### config.mk
export PLATFORM = sky130hd
export DESIGN_NAME = utf8_utf16_to_ucs2_decoder
export DESIGN_NICKNAME = d
export VERILOG_FILES = /design/src/rtl/core/uudec_pkg.sv /design/src/rtl/core/uudec_in_stage.sv /design/src/rtl/core/uudec_core.sv /design/src/rtl/core/uudec_out_stage.sv /design/src/rtl/core/utf8_utf16_to_ucs2_decoder.sv
export SDC_FILE = /design/constraint.sdc
export NUM_CORES = 1
export LEC_CHECK = 0
export BUFFER_PORTS_ARGS = -buffer_cell sky130_fd_sc_hd__buf_2
export CAP_MARGIN = 20
export CORE_MARGIN = 4
export CORE_UTILIZATION = 25
export DETAILED_ROUTE_END_ITERATION = 10
export SYNTH_ARGS = -nofsm -noshare
export SYNTH_HDL_FRONTEND = slang
export SYNTH_SLANG_ARGS = --single-unit
### constraint.sdc
create_clock -name clk -period 3.1 [get_ports clk]
set_clock_uncertainty 0.1 [all_clocks]
set_input_delay 0.31 -clock clk [delete_from_list [all_inputs] [get_ports clk]]
set_output_delay 0.31 -clock clk [all_outputs]
set_load 0.1 [all_outputs]
### src/rtl/core/uudec_pkg.sv
// uudec_pkg: types and constants shared by the byte string decoder
// no dependencies
`timescale 1ns / 1ps

package uudec_pkg;

	localparam logic [1:0] MODE_UTF8   = 2'd0;
	localparam logic [1:0] MODE_U16_LE = 2'd1;
	localparam logic [1:0] MODE_U16_BE = 2'd2;

	localparam logic [7:0] ASCII_LIMIT = 8'h80;
	localparam logic [7:0] LEAD2_MAX   = 8'hDF;
	localparam logic [7:0] LEAD3_MAX   = 8'hEF;
	localparam logic [7:0] SKIP4_MAX   = 8'hF7;
	localparam logic [7:0] SKIP5_MAX   = 8'hFB;
	localparam logic [7:0] SKIP6_MAX   = 8'hFD;
	localparam logic [7:0] LEAD2_MASK  = 8'h1F;
	localparam logic [7:0] LEAD3_MASK  = 8'h0F;
	localparam logic [7:0] CONT_MASK   = 8'h3F;

	typedef enum logic [2:0] {
		KIND_IDLE  = 3'b001,
		KIND_BUILD = 3'b010,
		KIND_SKIP  = 3'b100
	} uudec_kind_t;

	typedef struct packed {
		logic        unit_valid;
		logic [15:0] code_unit;
		logic        string_end;
	} uudec_res_t;

	typedef struct packed {
		logic seq_idle;
		logic halted;
		logic held_valid;
	} uudec_status_t;

endpackage

### src/rtl/core/uudec_in_stage.sv
// uudec_in_stage: input register for one byte with its last flag
// depends on nothing beyond the handshake from the decode stage
`timescale 1ns / 1ps

module uudec_in_stage (
	input  logic       clk,
	input  logic       arst_n,
	input  logic       in_valid,
	output logic       in_ready,
	input  logic [7:0] data_byte,
	input  logic       is_last,
	input  logic       adv,
	output logic       valid_s1,
	output logic [7:0] byte_s1,
	output logic       last_s1
);

	assign in_ready = !valid_s1 || adv;

	always_ff @(posedge clk or negedge arst_n) begin
		if (!arst_n) begin
			valid_s1 <= 1'b0;
		end else if (in_ready) begin
			valid_s1 <= in_valid;
		end
	end

	always_ff @(posedge clk) begin
		if (in_valid && in_ready) begin
			byte_s1 <= data_byte;
			last_s1 <= is_last;
		end
	end

endmodule

### src/rtl/core/uudec_core.sv
// uudec_core: sequence state and decode logic for one byte per cycle while adv is high
// depends on uudec_pkg
`timescale 1ns / 1ps

module uudec_core (
	input  logic                    clk,
	input  logic                    arst_n,
	input  logic                    adv,
	input  logic [7:0]              byte_s1,
	input  logic                    last_s1,
	input  logic [1:0]              mode_q,
	output uudec_pkg::uudec_res_t    res,
	output logic                    emit,
	output uudec_pkg::uudec_status_t st
);

	import uudec_pkg::*;

	uudec_kind_t kind_q, kind_d;
	logic [2:0]  pending_q, pending_d;
	logic [11:0] partial_q, partial_d;
	logic        halted_q, halted_d;
	logic [7:0]  held_q, held_d;
	logic        held_valid_q, held_valid_d;
	logic        u_vld;
	logic [15:0] u_val;
	logic [15:0] built;

	assign built = {partial_q[9:0], byte_s1[5:0]};

	always_comb begin
		kind_d       = kind_q;
		pending_d    = pending_q;
		partial_d    = partial_q;
		halted_d     = halted_q;
		held_d       = held_q;
		held_valid_d = held_valid_q;
		u_vld        = 1'b0;
		u_val        = 16'd0;
		if (!halted_q) begin
			unique case (mode_q) inside
				MODE_UTF8: begin
					unique case (kind_q)
						KIND_BUILD: begin
							if (pending_q <= 3'd1) begin
								pending_d = 3'd0;
								partial_d = 12'd0;
								kind_d    = KIND_IDLE;
								u_vld     = 1'b1;
								u_val     = built;
							end else begin
								partial_d = built[11:0];
								pending_d = pending_q - 3'd1;
							end
						end
						KIND_SKIP: begin
							if (pending_q <= 3'd1) begin
								pending_d = 3'd0;
								kind_d    = KIND_IDLE;
							end else begin
								pending_d = pending_q - 3'd1;
							end
						end
						default: begin
							if (byte_s1 < ASCII_LIMIT) begin
								u_vld = 1'b1;
								u_val = {8'd0, byte_s1};
							end else if (byte_s1 <= LEAD2_MAX) begin
								kind_d    = KIND_BUILD;
								partial_d = {4'd0, byte_s1 & LEAD2_MASK};
								pending_d = 3'd1;
							end else if (byte_s1 <= LEAD3_MAX) begin
								kind_d    = KIND_BUILD;
								partial_d = {4'd0, byte_s1 & LEAD3_MASK};
								pending_d = 3'd2;
							end else if (byte_s1 <= SKIP4_MAX) begin
								kind_d    = KIND_SKIP;
								pending_d = 3'd3;
							end else if (byte_s1 <= SKIP5_MAX) begin
								kind_d    = KIND_SKIP;
								pending_d = 3'd4;
							end else if (byte_s1 <= SKIP6_MAX) begin
								kind_d    = KIND_SKIP;
								pending_d = 3'd5;
							end else begin
								halted_d = 1'b1;
							end
						end
					endcase
				end
				MODE_U16_LE, MODE_U16_BE: begin
					if (!held_valid_q) begin
						if (last_s1) begin
							u_vld = 1'b1;
							u_val = (mode_q == MODE_U16_BE) ? {byte_s1, 8'd0}
											: {8'd0, byte_s1};
						end else begin
							held_d       = byte_s1;
							held_valid_d = 1'b1;
						end
					end else begin
						u_vld        = 1'b1;
						u_val        = (mode_q == MODE_U16_BE) ? {held_q, byte_s1}
										: {byte_s1, held_q};
						held_d       = 8'd0;
						held_valid_d = 1'b0;
					end
				end
				default: begin
				end
			endcase
		end
		if (last_s1) begin
			kind_d       = KIND_IDLE;
			pending_d    = 3'd0;
			partial_d    = 12'd0;
			halted_d     = 1'b0;
			held_d       = 8'd0;
			held_valid_d = 1'b0;
		end
	end

	assign emit           = u_vld || last_s1;
	assign res.unit_valid = u_vld;
	assign res.code_unit  = u_val;
	assign res.string_end = last_s1;

	assign st.seq_idle   = (kind_q == KIND_IDLE) && (pending_q == 3'd0);
	assign st.halted     = halted_q;
	assign st.held_valid = held_valid_q;

	always_ff @(posedge clk or negedge arst_n) begin
		if (!arst_n) begin
			kind_q       <= KIND_IDLE;
			pending_q    <= 3'd0;
			partial_q    <= 12'd0;
			halted_q     <= 1'b0;
			held_q       <= 8'd0;
			held_valid_q <= 1'b0;
		end else if (adv) begin
			kind_q       <= kind_d;
			pending_q    <= pending_d;
			partial_q    <= partial_d;
			halted_q     <= halted_d;
			held_q       <= held_d;
			held_valid_q <= held_valid_d;
		end
	end

endmodule

### src/rtl/core/uudec_out_stage.sv
// uudec_out_stage: result register holding one decoded word until taken
// depends on uudec_pkg
`timescale 1ns / 1ps

module uudec_out_stage (
	input  logic                 clk,
	input  logic                 arst_n,
	input  logic                 load,
	input  uudec_pkg::uudec_res_t res,
	output logic                 out_free,
	output logic                 out_valid,
	input  logic                 out_ready,
	output logic                 unit_valid,
	output logic [15:0]          code_unit,
	output logic                 string_end
);

	import uudec_pkg::*;

	uudec_res_t res_s2;

	assign out_free = !out_valid || out_ready;

	always_ff @(posedge clk or negedge arst_n) begin
		if (!arst_n) begin
			out_valid <= 1'b0;
		end else if (out_free) begin
			out_valid <= load;
		end
	end

	always_ff @(posedge clk) begin
		if (load) begin
			res_s2 <= res;
		end
	end

	assign unit_valid = res_s2.unit_valid;
	assign code_unit  = res_s2.code_unit;
	assign string_end = res_s2.string_end;

endmodule

### src/rtl/core/utf8_utf16_to_ucs2_decoder.sv
// utf8_utf16_to_ucs2_decoder: top level, byte string to 16-bit code words
// depends on uudec_pkg, uudec_in_stage, uudec_core, uudec_out_stage
//
// channel  direction  handshake               payload
// in       input      in_valid / in_ready     data_byte, is_last
// out      output     out_valid / out_ready   unit_valid, code_unit, string_end
// cfg      input      cfg_valid / cfg_ready   mode
//
// one byte per cycle unless out_ready stalls; bytes and words are registered
// the input register and the result register decouple the two sides
// a byte that yields no word moves on even while the result register is full
// out_ready low holds the result register and then backs up the input register
// reset clears all sequence state and sets mode to utf-8
`timescale 1ns / 1ps

module utf8_utf16_to_ucs2_decoder (
	input  logic        clk,
	input  logic        arst_n,
	input  logic        in_valid,
	output logic        in_ready,
	input  logic [7:0]  data_byte,
	input  logic        is_last,
	output logic        out_valid,
	input  logic        out_ready,
	output logic        unit_valid,
	output logic [15:0] code_unit,
	output logic        string_end,
	input  logic        cfg_valid,
	output logic        cfg_ready,
	input  logic [1:0]  mode
);

	import uudec_pkg::*;

	logic          valid_s1;
	logic [7:0]    byte_s1;
	logic          last_s1;
	logic          adv;
	logic          emit;
	logic          out_free;
	logic [1:0]    mode_q;
	uudec_res_t    res;
	uudec_status_t st;

	assign cfg_ready = 1'b1;

	always_ff @(posedge clk or negedge arst_n) begin
		if (!arst_n) begin
			mode_q <= MODE_UTF8;
		end else if (cfg_valid && cfg_ready) begin
			mode_q <= mode;
		end
	end

	assign adv = valid_s1 && (!emit || out_free);

	uudec_in_stage u_in (
		.clk       (clk),
		.arst_n    (arst_n),
		.in_valid  (in_valid),
		.in_ready  (in_ready),
		.data_byte (data_byte),
		.is_last   (is_last),
		.adv       (adv),
		.valid_s1  (valid_s1),
		.byte_s1   (byte_s1),
		.last_s1   (last_s1)
	);

	uudec_core u_core (
		.clk     (clk),
		.arst_n  (arst_n),
		.adv     (adv),
		.byte_s1 (byte_s1),
		.last_s1 (last_s1),
		.mode_q  (mode_q),
		.res     (res),
		.emit    (emit),
		.st      (st)
	);

	uudec_out_stage u_out (
		.clk        (clk),
		.arst_n     (arst_n),
		.load       (adv && emit),
		.res        (res),
		.out_free   (out_free),
		.out_valid  (out_valid),
		.out_ready  (out_ready),
		.unit_valid (unit_valid),
		.code_unit  (code_unit),
		.string_end (string_end)
	);

	// end of string leaves no sequence state behind
	a_last_clears: assert property (@(posedge clk) disable iff (!arst_n)
		adv && last_s1 |=> st.seq_idle && !st.halted && !st.held_valid)
		else $error("state not cleared after last byte");

	// a word without a unit only comes from the last byte
	a_empty_is_end: assert property (@(posedge clk) disable iff (!arst_n)
		out_valid && !unit_valid |-> string_end && (code_unit == 16'd0))
		else $error("empty result not at end of string");

	// a full, stalled result register blocks any byte that has a result
	a_no_overwrite: assert property (@(posedge clk) disable iff (!arst_n)
		out_valid && !out_ready |-> !(adv && emit))
		else $error("result register overwritten");

	// halted drops units in every mode
	a_halt_silent: assert property (@(posedge clk) disable iff (!arst_n)
		st.halted && adv |-> !res.unit_valid)
		else $error("unit produced while halted");

endmodule

== After elaboration in Yosys (flattened, before gate mapping) ==
Index checks and enable logic that the tools add are counted.
Operators by class
  reductions and logical operators: 21
  equality and inequality tests: 9
  multiplexer cells: 63
  order comparisons: 7
  $add $sub $neg: 1
Operators by type and width (count)
  two-way mux 16 bit: 5
  two-way mux 10 bit: 7
  two-way mux 3 bit: 22
  case mux 16 bit (2 select lines): 2
  less-or-equal comparator 8 bit, second input constant: 5
  two-way mux 8 bit: 5
  case mux 10 bit (2 select lines): 1
  two-way mux 1 bit: 19
  AND reduction 6 bit: 2
  < comparator 8 bit, second input constant: 1
  nonzero test 7 bit: 1
  inequality test 3 bit, second input constant: 2
  AND reduction 5 bit: 1
  logical OR 1 bit: 4
  inequality test 2 bit, second input constant: 2
  case mux 1 bit (2 select lines): 2
  nonzero test 2 bit: 2
  nonzero test 4 bit: 1
  OR reduction 2 bit: 2
  == test 3 x 2 -> 1 bit, second input constant: 1
  == test 3 bit, second input constant: 1
  less-or-equal comparator 3 x 1 -> 1 bit, second input constant: 1
  logical AND 1 bit: 3
  zero test 1 bit: 3
  other kinds (6): 6
Storage, ports and cells
  logic and storage cells: 115
  flip-flop bits (word level): 57
  output and inout port bits: 21

== Depth between registers and ports, before layout ==
  depth after elaboration: 11
  depth in mapped cells: 8
  mapped depth without buffers: 8

== Modules after synthesis ==
From an unflattened synthesis, not the netlist that was laid out.
Unflattened totals
  cells, all modules: 297
  area, all modules: 2956.6 µm²
By module, submodules not included
  uudec_core: area each 1943.1 µm², sequential area each 651.9 µm², times used 1, cells an instance 254
  uudec_out_stage: area each 588.1 µm², sequential area each 565.5 µm², times used 1, cells an instance 21
  uudec_in_stage: area each 324.1 µm², sequential area each 295.3 µm², times used 1, cells an instance 13
  utf8_utf16_to_ucs2_decoder: area each 101.3 µm², sequential area each 50.0 µm², times used 1, cells an instance 9

== Least setup slack after synthesis ==
No wires, ideal clock.
  path kind: reg2reg
  start point: register mode_q[0]
  end point: register u_in.byte_s1[0] (enable)
  data arrival time: 3.275 ns
  slack: -0.613 ns
  stages on the path, launching flop included: 8
  library setup time: 0.338 ns
  path buffers: 0
  cells stage by stage: dfrtp_1 -> inv_1 -> ha_1 -> o21ai_1 -> a31o_2 -> inv_1 -> o211ai_1 -> and2_1
On the way
  cells in the longest elaborated chain, start to end: 10
  elaborated cells between the ends (all ways): 12
  those cells by class: eq/ne: 2; mux: 2; reduce/logical: 8
RTL lines
  start, declared: RTL line utf8_utf16_to_ucs2_decoder.sv:41  | logic [1:0] mode_q;
  start signal, assigned: RTL line utf8_utf16_to_ucs2_decoder.sv:51  | mode_q <= mode;
  == test 2 bit (no source line) or == test 2 x 1 -> 1 bit (tied branches)
  OR reduction 2 bit: RTL line uudec_core.sv:41  | unique case (mode_q) inside
  case mux 1 bit (2 select lines) *: RTL line uudec_core.sv:41
  two-way mux 1 bit *: RTL line uudec_core.sv:40  | if (!halted_q) begin
  named net u_core.u_vld: RTL line uudec_core.sv:25  | logic u_vld;
  logical OR 1 bit *: RTL line uudec_core.sv:123  | assign emit = u_vld || last_s1;
  zero test 1 bit *: RTL line utf8_utf16_to_ucs2_decoder.sv:55  | assign adv = valid_s1 && (!emit || out_free);
  logical OR 1 bit *: RTL line utf8_utf16_to_ucs2_decoder.sv:55
  logical AND 1 bit *: RTL line utf8_utf16_to_ucs2_decoder.sv:55
  logical OR 1 bit *: RTL line uudec_in_stage.sv:18  | assign in_ready = !valid_s1 || adv;
  named net in_ready: RTL line utf8_utf16_to_ucs2_decoder.sv:20  | output logic in_ready,
  logical AND 1 bit *: RTL line uudec_in_stage.sv:29  | if (in_valid && in_ready) begin
  end signal, assigned: RTL line uudec_in_stage.sv:30  | byte_s1 <= data_byte;
  end, declared: RTL line uudec_in_stage.sv:14  | output logic [7:0] byte_s1,
The timed path passes the listed nets; every way through them passes the cells marked *.
A chain may end at the register's enable or synchronous reset.

== Worst setup path in the final report ==
  start point: register mode_q[1]
  end point: output port in_ready
On the way
  cells in the longest elaborated chain, start to end: 9
  elaborated cells between the ends (all ways): 11
  those cells by class: eq/ne: 2; mux: 2; reduce/logical: 7
RTL lines (RTL line)
  == test 2 bit (no source line) or == test 2 x 1 -> 1 bit (tied branches)
  OR reduction 2 bit: uudec_core.sv:41
  case mux 1 bit (2 select lines) *: uudec_core.sv:41
  two-way mux 1 bit *: uudec_core.sv:40
  named net u_core.u_vld: uudec_core.sv:25
  logical OR 1 bit *: uudec_core.sv:123
  zero test 1 bit *: utf8_utf16_to_ucs2_decoder.sv:55
  logical OR 1 bit *: utf8_utf16_to_ucs2_decoder.sv:55
  logical AND 1 bit *: utf8_utf16_to_ucs2_decoder.sv:55
  logical OR 1 bit *: uudec_in_stage.sv:18
  end, declared: utf8_utf16_to_ucs2_decoder.sv:20
Marked as above.

==> qor.tcl <==
set qor(status) {finished clean}
set qor(groute.usage.overall_pct) 11.05
set qor(rr_endpoint) {u_out.code_unit[13]}
set qor(globalRoute.totalOverflow) 0
set qor(worst_reg2reg_path_startpoint) {mode_q[1]}
set qor(dieArea_um2) 14450
set qor(wl_per_cell_um) 14.94
set qor(dpl_worst_slack_ns) 0.6375
set qor(h-tree-depth) 3
set qor(timing.final.ws_setup_ns) 0.3340
set qor(synthToLayoutAreaGrowth_pct) 21.58
set qor(maximum_number_of_pins_on_one_net_before_global_route_repair) 37
set qor(first_global_vias) 2329
set qor(worst_skew_pair.late_latency_ns) 0.33
set qor(max-clock-path-buffers) 2
set qor(clock-sinks) 57
set qor(syn_nets) 333
set qor(grt_first_pass_wirelength_mm) 12.32
set qor(finalSetupViolations) 0
set qor(finalWorstPathRequiredPeriod_ns) 2.766
set qor(ys_seq_area_share_pct) 49.64
set qor(layout-drive-gt1-share_pct) 22.00
set qor(final_hold_viol_count) 0
set qor(grt_setup_unrepaired) {false}
set qor(synth_warnings) 0
set qor(layout.cells.most_common_list) {39 x a21oi_1, 35 x buf_2, 29 x dfrtp_1}
set qor(crit_required_ns) 2.69
set qor(commonest_non_fill_non_tap_cell_in_the_layout) {a21oi_1}
set qor(max_slew_margin_pct) 45.26
set qor(dp.final_hpwl_mm) 5.712
set qor(ctsHoldBuffers) 1
set qor(met3_usage_pct) 2.853
set qor(tritoncts) {built}
set qor(static-leakage-power_nw) 1.580
set qor(synthesis.area_per_instance_um2) 10.09
set qor(grt_antenna_before_repair) 0
set qor(hold_path.class) {input port to flop}
set qor(synth.distinct_cells) 57
set qor(diodes) 0
set qor(maxClockFrequency_mhz) 361.5
set qor(yosys_register_bits) 57
set qor(routability_congestion) 0.9032
set qor(worstPathArrival_ns) 2.36
set qor(final.setup.tns_ns) 0
set qor(critical_path.endpoint_type) {output port}
set qor(worst_path_clk_slew_ns) 0.05
set qor(floorplan_core_area_um2) 12160
set qor(cts_setup_buffers) 0
set qor(tightestPinTransition_ns) 0.8139
set qor(global_route.peak_usage_layer) {met2}
set qor(worstRegToRegCells) 8
set qor(synth_area_um2) 3148
set qor(grt_util_met1_pct) 15.40
set qor(route.final.wire_length_mm) 7.739
set qor(finish.instance_area_um2) 3827
set qor(maxSlewViolCount) 0
set qor(buffer_cell_driving_the_clock_tree_root) {clkbuf_16}
set qor(viasPerCell) 4.631
set qor(detailroute.via_count) 2399
set qor(placed_area_um2) 3497
set qor(criticalPathCategory) {flop to output port}
set qor(drcViolationCount) 0
set qor(die_w_um) 120.2
set qor(max_cap_violations) 0
set qor(antenna_left) 0
set qor(synthArstFlopShare_pct) 52.63
set qor(floorplan.rows) 40
set qor(detailedRoute.firstPassIterationCount) 5
set qor(worstHoldEndpoint) {u_in.byte_s1[3]}
set qor(placement.io_buffers) 35
set qor(initial_core_util_pct) 25.88
set qor(total_design_power_mw) 3.304
set qor(grt_util_met2_pct) 16.30
set qor(initialDrtViolationCount) 135
set qor(floorplan_die_height_um) 120.2
set qor(nNetsFinal) 366
set qor(post_cts.resized_instances) 0
set qor(hold_path_depth) 1
set qor(syn_inst) 312
set qor(cts_buffers) 9
set qor(most_instantiated_flip_flop_cell_in_the_synthesis_netlist) {dfrtp_1}
set qor(critPathMaxFanout) 17
set qor(edff_count_synth) 27
set qor(cellPowerDensity_nw_per_um2) 863.1
set qor(min-delay-start) {data_byte[3]}
set qor(worst_setup_path_start_kind) {flop}
set qor(num_io_pins) 37
set qor(power.ir.vdd_worst_v) 0.0004612
set qor(final_period_util_pct) 89.23
set qor(worst-r2r-setup-slack_ns) 0.62
[cell type report]
cell class,count,area (µm²)
Fill cell,1247,8334
Sequential cell,57,1563
Multi-Input combinational cell,214,1425
Clock buffer,10,239.0
Timing Repair Buffer,42,230.2
Tap cell,168,210.2
Clock inverter,6,81.33
Inverter,21,78.83
[critical path: stages (launching register included)]
cell and delay, ns:
dfrtp_1 0.40, ha_1 0.21, or2_2 0.44, o21bai_1 0.20, a31o_2 0.23, inv_2 0.08, o211ai_1 0.13, buf_2 0.32
[per-stage QoR]
stage,cells,util [%],hold slack (ns)
global placement,501,28.76,0.2928
detailed placement,501,28.76,0.2976
floorplan,312,-,-0.08559
finish,518,31.47,0.05786
CTS,518,31.47,0.04982
global route,518,31.47,0.05574
[routing by layer]
metal / wire [µm] / up-vias
met2: 3417 / 77
met1: 3551 / 1125
met4: 157 / 0
met3: 612 / 15
met5: 0 / -
li1: - / 1182
[cell usage after synthesis, types with 2 or more instances]
library cell | n | area (µm²)
a22oi_1 | 2 | 15.01
ha_1 | 5 | 62.56
nor3b_1 | 2 | 15.01
a211oi_1 | 7 | 52.55
a22o_1 | 6 | 52.55
buf_1 | 3 | 11.26
nor4b_1 | 2 | 17.52
mux2i_1 | 20 | 200.2
a21o_1 | 2 | 15.01
clkbuf_1 | 10 | 37.54
nand3_1 | 7 | 35.03
or3_1 | 2 | 12.51
o21a_1 | 2 | 15.01
a2bb2oi_1 | 2 | 17.52
dfrtp_1 | 29 | 725.7
mux2_2 | 6 | 67.56
inv_1 | 21 | 78.83
o21bai_1 | 3 | 22.52
o21ai_0 | 12 | 60.06
nand2_1 | 23 | 86.33
nor2b_1 | 10 | 62.56
a21oi_1 | 39 | 195.2
nand2b_1 | 5 | 31.28
and2_1 | 2 | 12.51
buf_2 | 3 | 15.01
o22ai_1 | 2 | 12.51
buf_6 | 2 | 22.52
o211a_1 | 2 | 20.02
nand4_1 | 2 | 12.51
o2bb2ai_1 | 2 | 17.52
nor2_1 | 25 | 93.84
edfxtp_1 | 27 | 810.8
[state kept, by name (all words and copies together) (netlist names)]
name,cells
mode_q,2
u_core.kind_q,3
u_core.partial_q,10
u_in.last_s1,1
u_out.unit_valid,1
u_core.held_q,8
u_core.halted_q,1
u_in.valid_s1,1
u_core.pending_q,3
u_core.held_valid_q,1
u_out.code_unit,16
u_out.string_end,1
u_out.out_valid,1
u_in.byte_s1,8
[where the power goes]
| part | leakage [nW] | total [mW] | switching [mW] | internal (mW) |
|---|---|---|---|---|
| Clock | 0.156 | 1.04 | 0.323 | 0.717 |
| Sequential | 0.657 | 1.10 | 0.135 | 0.970 |
| Combinational | 0.767 | 1.16 | 0.828 | 0.331 |
| Total | 1.58 | 3.30 | 1.29 | 2.02 |
[worst max path at each step]
stage,cells past startpoint,endpoint,startpoint,slack [ns]
after floorplan,8,u_in.byte_s1[0],mode_q[0],-0.47
after global placement,8,u_out.code_unit[3],mode_q[1],0.66
after detailed placement,8,u_out.code_unit[0],mode_q[0],0.64
after CTS,7,in_ready,mode_q[1],0.33
after global routing,8,in_ready,mode_q[1],0.20
final,7,in_ready,mode_q[1],0.33
[cell families (layout without fill, tap and decap cells)]
| kind of cell | Yosys count | after routing | share of synthesized area (%) |
|---|---|---|---|
| AOI/OAI and AO/OA | 94 | 94 | 19.83 |
| xor gates and xnor gates | 1 | 1 | 0.2783 |
| adders and majority gates | 5 | 5 | 1.987 |
| buffers and inverters | 41 | 79 | 5.644 |
| DFF | 57 | 57 | 49.64 |
| muxes | 27 | 27 | 8.982 |
| other | 1 | 1 | 0.1191 |
| and+or+nand+nor | 86 | 86 | 13.51 |
Note: power is estimated with default switching activity, not from simulation.
